==> src/hw/rtl/r2y_pkg.sv <==
// shared types, constants and helpers for the rgb24 to yuv420 converter
// no dependencies
`default_nettype none

package r2y_pkg;

	localparam int MAX_DIM = 4096;
	localparam int CNT_W   = $clog2(MAX_DIM);
	localparam int DIM_W   = 13;
	localparam int CFG_IDX_W = 1;

	localparam logic [CFG_IDX_W-1:0] REG_FRAME_WIDTH  = 1'd0;
	localparam logic [CFG_IDX_W-1:0] REG_FRAME_HEIGHT = 1'd1;

	localparam logic [DIM_W-1:0] WIDTH_RESET  = 13'd720;
	localparam logic [DIM_W-1:0] HEIGHT_RESET = 13'd1280;

	typedef enum logic [1:0] {
		KIND_NONE = 2'd0,
		KIND_U    = 2'd1,
		KIND_V    = 2'd2
	} chroma_kind_t;

	typedef struct packed {
		logic row_end;
		logic frame_end;
		logic chroma_on;
		logic odd_row;
	} pos_t;

	typedef struct packed {
		logic [7:0]   luma;
		logic [7:0]   chroma;
		chroma_kind_t kind;
	} color_t;

	// last index of a dimension, with 0 read as 1 and large values clamped
	function automatic logic [CNT_W-1:0] last_index(input logic [DIM_W-1:0] v);
		logic [DIM_W-1:0] d;
		begin
			if (v == '0) begin
				d = DIM_W'(1);
			end else if (v > DIM_W'(MAX_DIM)) begin
				d = DIM_W'(MAX_DIM);
			end else begin
				d = v;
			end
			last_index = CNT_W'(d - DIM_W'(1));
		end
	endfunction

endpackage

`default_nettype wire

==> src/hw/rtl/r2y_position.sv <==
// frame size registers and raster column / row counters
// depends on r2y_pkg
`default_nettype none

module r2y_position import r2y_pkg::*; (
	input  wire logic                 clk,
	input  wire logic                 arst_n,
	input  wire logic                 cfg_we,
	input  wire logic [CFG_IDX_W-1:0] cfg_index,
	input  wire logic [DIM_W-1:0]     cfg_data,
	input  wire logic                 step,
	output pos_t                      pos
);

	logic [DIM_W-1:0] width_q;
	logic [DIM_W-1:0] height_q;
	logic [CNT_W-1:0] col_q;
	logic [CNT_W-1:0] row_q;

	always_ff @(posedge clk or negedge arst_n) begin
		if (!arst_n) begin
			width_q  <= WIDTH_RESET;
			height_q <= HEIGHT_RESET;
		end else if (cfg_we) begin
			case (cfg_index)
				REG_FRAME_WIDTH:  width_q  <= cfg_data;
				REG_FRAME_HEIGHT: height_q <= cfg_data;
				default: ;
			endcase
		end
	end

	always_comb begin
		pos.row_end   = col_q >= last_index(width_q);
		pos.frame_end = pos.row_end && (row_q >= last_index(height_q));
		pos.chroma_on = !col_q[0];
		pos.odd_row   = row_q[0];
	end

	always_ff @(posedge clk or negedge arst_n) begin
		if (!arst_n) begin
			col_q <= '0;
			row_q <= '0;
		end else if (step) begin
			if (pos.row_end) begin
				col_q <= '0;
				row_q <= pos.frame_end ? '0 : row_q + CNT_W'(1);
			end else begin
				col_q <= col_q + CNT_W'(1);
			end
		end
	end

endmodule

`default_nettype wire

==> src/hw/rtl/r2y_color.sv <==
// fixed-point rgb to y / u / v arithmetic for one pixel
// depends on r2y_pkg
`default_nettype none

module r2y_color import r2y_pkg::*; (
	input  wire logic [7:0] red,
	input  wire logic [7:0] green,
	input  wire logic [7:0] blue,
	input  wire pos_t       pos,
	output color_t          color
);

	logic        [16:0] y_sum;
	logic signed [17:0] r_s;
	logic signed [17:0] g_s;
	logic signed [17:0] b_s;
	logic signed [17:0] c_sum;

	always_comb begin
		y_sum = 17'({9'd0, red}) * 17'd76 + 17'({9'd0, green}) * 17'd150
			+ 17'({9'd0, blue}) * 17'd29;
		r_s = $signed({10'd0, red});
		g_s = $signed({10'd0, green});
		b_s = $signed({10'd0, blue});
		if (pos.odd_row) begin
			c_sum = r_s * 18'sd131 - g_s * 18'sd110 - b_s * 18'sd21;
		end else begin
			c_sum = b_s * 18'sd131 - r_s * 18'sd44 - g_s * 18'sd87;
		end
		color.luma = y_sum[15:8];
		if (pos.chroma_on) begin
			// floor shift by 8 then offset, wrapping at 8 bits
			color.chroma = c_sum[15:8] + 8'd128;
			color.kind   = pos.odd_row ? KIND_V : KIND_U;
		end else begin
			color.chroma = '0;
			color.kind   = KIND_NONE;
		end
	end

endmodule

`default_nettype wire

==> src/hw/rtl/rgb24_to_yuv420_pixel_converter.sv <==
// rgb24 to yuv420 converter top level: input register, color math, result register
// result path: the input register holds the pixel, the color math reads it, the result register drives m_tvalid
// throughput 1 pixel per cycle while m_tready stays high, set by the input register and the result register
// the input stage takes a new pixel while a result waits, as long as that stage is free
// reset: counters cleared, frame size 720 x 1280, both stages empty
// depends on r2y_pkg, r2y_position, r2y_color
`default_nettype none

module rgb24_to_yuv420_pixel_converter import r2y_pkg::*; (
	input  wire logic                 clk,
	input  wire logic                 arst_n,
	input  wire logic                 s_tvalid,
	output logic                      s_tready,
	input  wire logic [23:0]          s_tdata,   // red, green, blue
	output logic                      m_tvalid,
	input  wire logic                 m_tready,
	output logic [15:0]               m_tdata,   // luma, chroma
	output logic [2:0]                m_tuser,   // chroma_kind, row_end
	output logic                      m_tlast,   // frame_end
	input  wire logic                 cfg_valid,
	output logic                      cfg_ready,
	input  wire logic [CFG_IDX_W-1:0] cfg_index,
	input  wire logic [DIM_W-1:0]     cfg_data
);

	logic        s_xfer;
	logic        adv_s1;
	pos_t        pos;
	logic        valid_s1;
	logic [23:0] rgb_s1;
	pos_t        pos_s1;
	color_t      color;
	logic        valid_s2;
	color_t      color_s2;
	pos_t        pos_s2;

	assign cfg_ready = 1'b1;
	assign adv_s1    = !valid_s2 || m_tready;
	assign s_tready  = !valid_s1 || adv_s1;
	assign s_xfer    = s_tvalid && s_tready;

	r2y_position u_position (
		.clk       (clk),
		.arst_n    (arst_n),
		.cfg_we    (cfg_valid),
		.cfg_index (cfg_index),
		.cfg_data  (cfg_data),
		.step      (s_xfer),
		.pos       (pos)
	);

	always_ff @(posedge clk or negedge arst_n) begin
		if (!arst_n) begin
			valid_s1 <= 1'b0;
		end else if (s_tready) begin
			valid_s1 <= s_tvalid;
		end
	end

	always_ff @(posedge clk) begin
		if (s_xfer) begin
			rgb_s1 <= s_tdata;
			pos_s1 <= pos;
		end
	end

	r2y_color u_color (
		.red   (rgb_s1[7:0]),
		.green (rgb_s1[15:8]),
		.blue  (rgb_s1[23:16]),
		.pos   (pos_s1),
		.color (color)
	);

	always_ff @(posedge clk or negedge arst_n) begin
		if (!arst_n) begin
			valid_s2 <= 1'b0;
		end else if (adv_s1) begin
			valid_s2 <= valid_s1;
		end
	end

	always_ff @(posedge clk) begin
		if (adv_s1 && valid_s1) begin
			color_s2 <= color;
			pos_s2   <= pos_s1;
		end
	end

	assign m_tvalid = valid_s2;
	assign m_tdata  = {color_s2.chroma, color_s2.luma};
	assign m_tuser  = {pos_s2.row_end, color_s2.kind};
	assign m_tlast  = pos_s2.frame_end;

endmodule

`default_nettype wire

==> config.mk <==
export PLATFORM = sky130hd
export DESIGN_NAME = rgb24_to_yuv420_pixel_converter
export DESIGN_NICKNAME = d
export VERILOG_FILES = /design/src/hw/rtl/r2y_pkg.sv /design/src/hw/rtl/r2y_position.sv /design/src/hw/rtl/r2y_color.sv /design/src/hw/rtl/rgb24_to_yuv420_pixel_converter.sv
export SDC_FILE = /design/constraint.sdc
export NUM_CORES = 1
export LEC_CHECK = 0
export ABC_AREA = 1
export ABC_CLOCK_PERIOD_IN_PS = 8350
export BUFFER_PORTS_ARGS = -buffer_cell sky130_fd_sc_hd__buf_2
export CORE_ASPECT_RATIO = 1.25
export CORE_UTILIZATION = 65
export DETAILED_ROUTE_END_ITERATION = 8
export PLACE_DENSITY = 0.92
export SYNTH_ARGS = -nofsm -noshare
export SYNTH_HDL_FRONTEND = slang
export SYNTH_HIERARCHICAL = 1
export SYNTH_SLANG_ARGS = --single-unit
==> constraint.sdc <==
create_clock -name clk -period 8.35 [get_ports clk]
set_input_delay 0.835 -clock clk [delete_from_list [all_inputs] [get_ports clk]]
set_output_delay 0.835 -clock clk [all_outputs]
set_load 0.02 [all_outputs]
==> flow_summary.ini <==
[status]
status = finished, final reports clean

[placed_design]
place_congestion = 0.951
portBuffers = 64
hpwl_um = 31200
post-place-ws_ns = 1.40

[global_route]
grt_max_degree = 53
antenna_found_initial = 0
grt_pass1_wl_um = 62600
grt_pass1_vias = 13800
grt_usage = 0.314
gr-total-overflow = 0

[sta]
worst_slew_pin_slew_ns = 0.784
setup_viol = 0
finalHoldViolCount = 0
fmax_mhz = 144
period_needed_ns = 6.92
finalCritPeriodShare = 0.829
fin_tns_setup_ns = 0
timing.slew.headroom = 0.477
slew_viol_final = 0
finClkSkew_ns = 0.0107
rsz0062_at_grt = false
finalWorstSetupSlack_ns = 1.43

[clock_network]
clkLatencyLatePin_ns = 0.37
clkTransAtPathRegs_ns = 0.08
cts_sinks = 100
cts_tree = built
hold_buffers = 0
cts.path.max_buffers = 2
post_cts_resized = 0
cts_root_buffer = clkbuf_16
cts_setup_buffers = 0
htreeDepth = 3
cts_buffers = 9

[finish]
area_growth_syn_to_layout_pct = 6.14
final_layout_size_suffix_gt1_frac = 0.0590
diodes = 0
nNetsFinal = 2591
utilization = 0.710

[yosys]
yosysMostFrequentCell = inv_1
synth_top_cell_by_area = ha_1
avgSynthCellArea_um2 = 7.87
ys_top_cells_by_count = inv_1 (481), nand2_1 (427), ha_1 (335)
synth-edff-count = 48
syn_inst = 2030
syn-num-nets = 2524
ys_types = 50
async_flop_share = 0.520
synth_top_area_share = 0.262
ys_seq_area_frac = 0.172
syn_area_um2 = 16000
synth_area_leaders = ha_1 (26%), fa_1 (15%), inv_1 (11%), nand2_1 (10%), edfxtp_1 (9.0%)
yosys_register_bits = 100
synth_flop_cell = edfxtp_1
synth_warnings = 6

[worst_setup_path]
crit_path_start_kind = register
worstPathArrival_ns = 7.05
slowest_delay_ns = 0.58
worstPathRequired_ns = 8.48
cp-end-kind = register
critPathKind = register to register
cp_slowest_cell = edfxtp_1
cp_max_fo = 10

[routing]
ant_nets = 0
drc = 0
totalWireLength_um = 37500
first_pass_iters = 5
routed-via-count = 13400
post_drt_wl_per_cell_um = 15.5
viasPerCell = 5.54
drt_iter0_drc = 723

[die]
core_area_um2 = 23900
placementRows = 63
fp.dieH_um = 177
die_area_um2 = 25200
ioPinCount = 66
start_util = 0.669
die_width_um = 142

[run]
maxCapViolCount = 0

[hold_path]
min-delay-path-class = register to register
[layer usage]
layer  GRT usage  wire, um  vias up
met4       0.137      1380        0
met1       0.363     14800     6383
met2       0.576     19600      396
li1            -         -     6567
met3      0.0384      1800       99
met5           0         0        -
[flip-flops by register name (all words and copies together), names as in the netlist]
signal,count
rgb_s1,24
u_position/height_q,13
u_position/width_q,13
m_tdata,16
m_tlast,1
m_tuser,3
valid_s1,1
m_tvalid,1
pos_s1,4
u_position/row_q,12
u_position/col_q,12
[through the flow]
step	hold WS (ns)	instances	area [um2]
5_1_grt	0.473	2427	16900
4_1_cts	0.475	2427	16900
6_report	0.461	2427	16900
2_1_floorplan	0.400	2030	16000
3_5_place_dp	0.454	2411	16700
3_3_place_gp	0.421	2411	16700
[layout make-up]
type                       instances  area [um2]
timing repair buffer              68         350
sequential                       100        2750
clock inverter                     7        67.6
fill                            1788        6940
tap                              325         407
clock buffer                       9         225
inverter                         489        1840
multi-input combinational       1429       11300
[path summary, 6_finish.rpt]
check	start	to	slack, ns	cells past startpoint
max in group asynchronous	arst_n	u_position/row_q[6]$_DFFE_PN0P_	7.34	2
min in group asynchronous	arst_n	u_position/height_q[4]$_DFFE_PN0P_	0.57	2
worst max-delay path	rgb_s1[8]$_DFFE_PP_	m_tdata[13]$_DFFE_PP_	1.43	30
worst min-delay path	pos_s1[3]$_DFFE_PP_	m_tuser[2]$_DFFE_PP_	0.46	0
worst min register to register	pos_s1[3]$_DFFE_PP_	m_tuser[2]$_DFFE_PP_	0.46	0
worst max register to register	rgb_s1[8]$_DFFE_PP_	m_tdata[13]$_DFFE_PP_	1.43	30
[cell families after synthesis]
group           synth area share
compound gates            0.0737
simple gates               0.181
other cells             0.000235
fa+ha+maj                  0.408
buf+inv                    0.120
xor+xnor                  0.0455
flops                      0.172
[layout by cell type, fill, tap and decap left out, drive strengths merged, types with 3 or more instances in the layout]
master,instances
a21boi,4
a21o,7
a21oi,98
a31oi,5
and2,5
buf,68
clkbuf,9
clkinv,5
dfrtp,46
dfstp,6
edfxtp,48
fa,116
ha,335
inv,491
nand2,431
nand3,78
nand3b,7
nand4,31
nor2,111
nor3,19
o2111ai,6
o21a,3
o21ai,72
o21bai,5
o41ai,3
xnor2,31
xor2,52
[critical path: cells and delay by family, from the launching register on]
family	cells	cell delay, ns
AO/OA/AOI/OAI	3	0.58
XOR/XNOR	1	0.19
AND/OR/NAND/NOR	8	0.54
buffers and inverters	7	0.42
flip-flops	1	0.58
adder cells (fa/ha/maj)	11	4.35
Power is not shown: default switching activity piles up to over one toggle a cycle in this logic, so the estimate is an artifact.
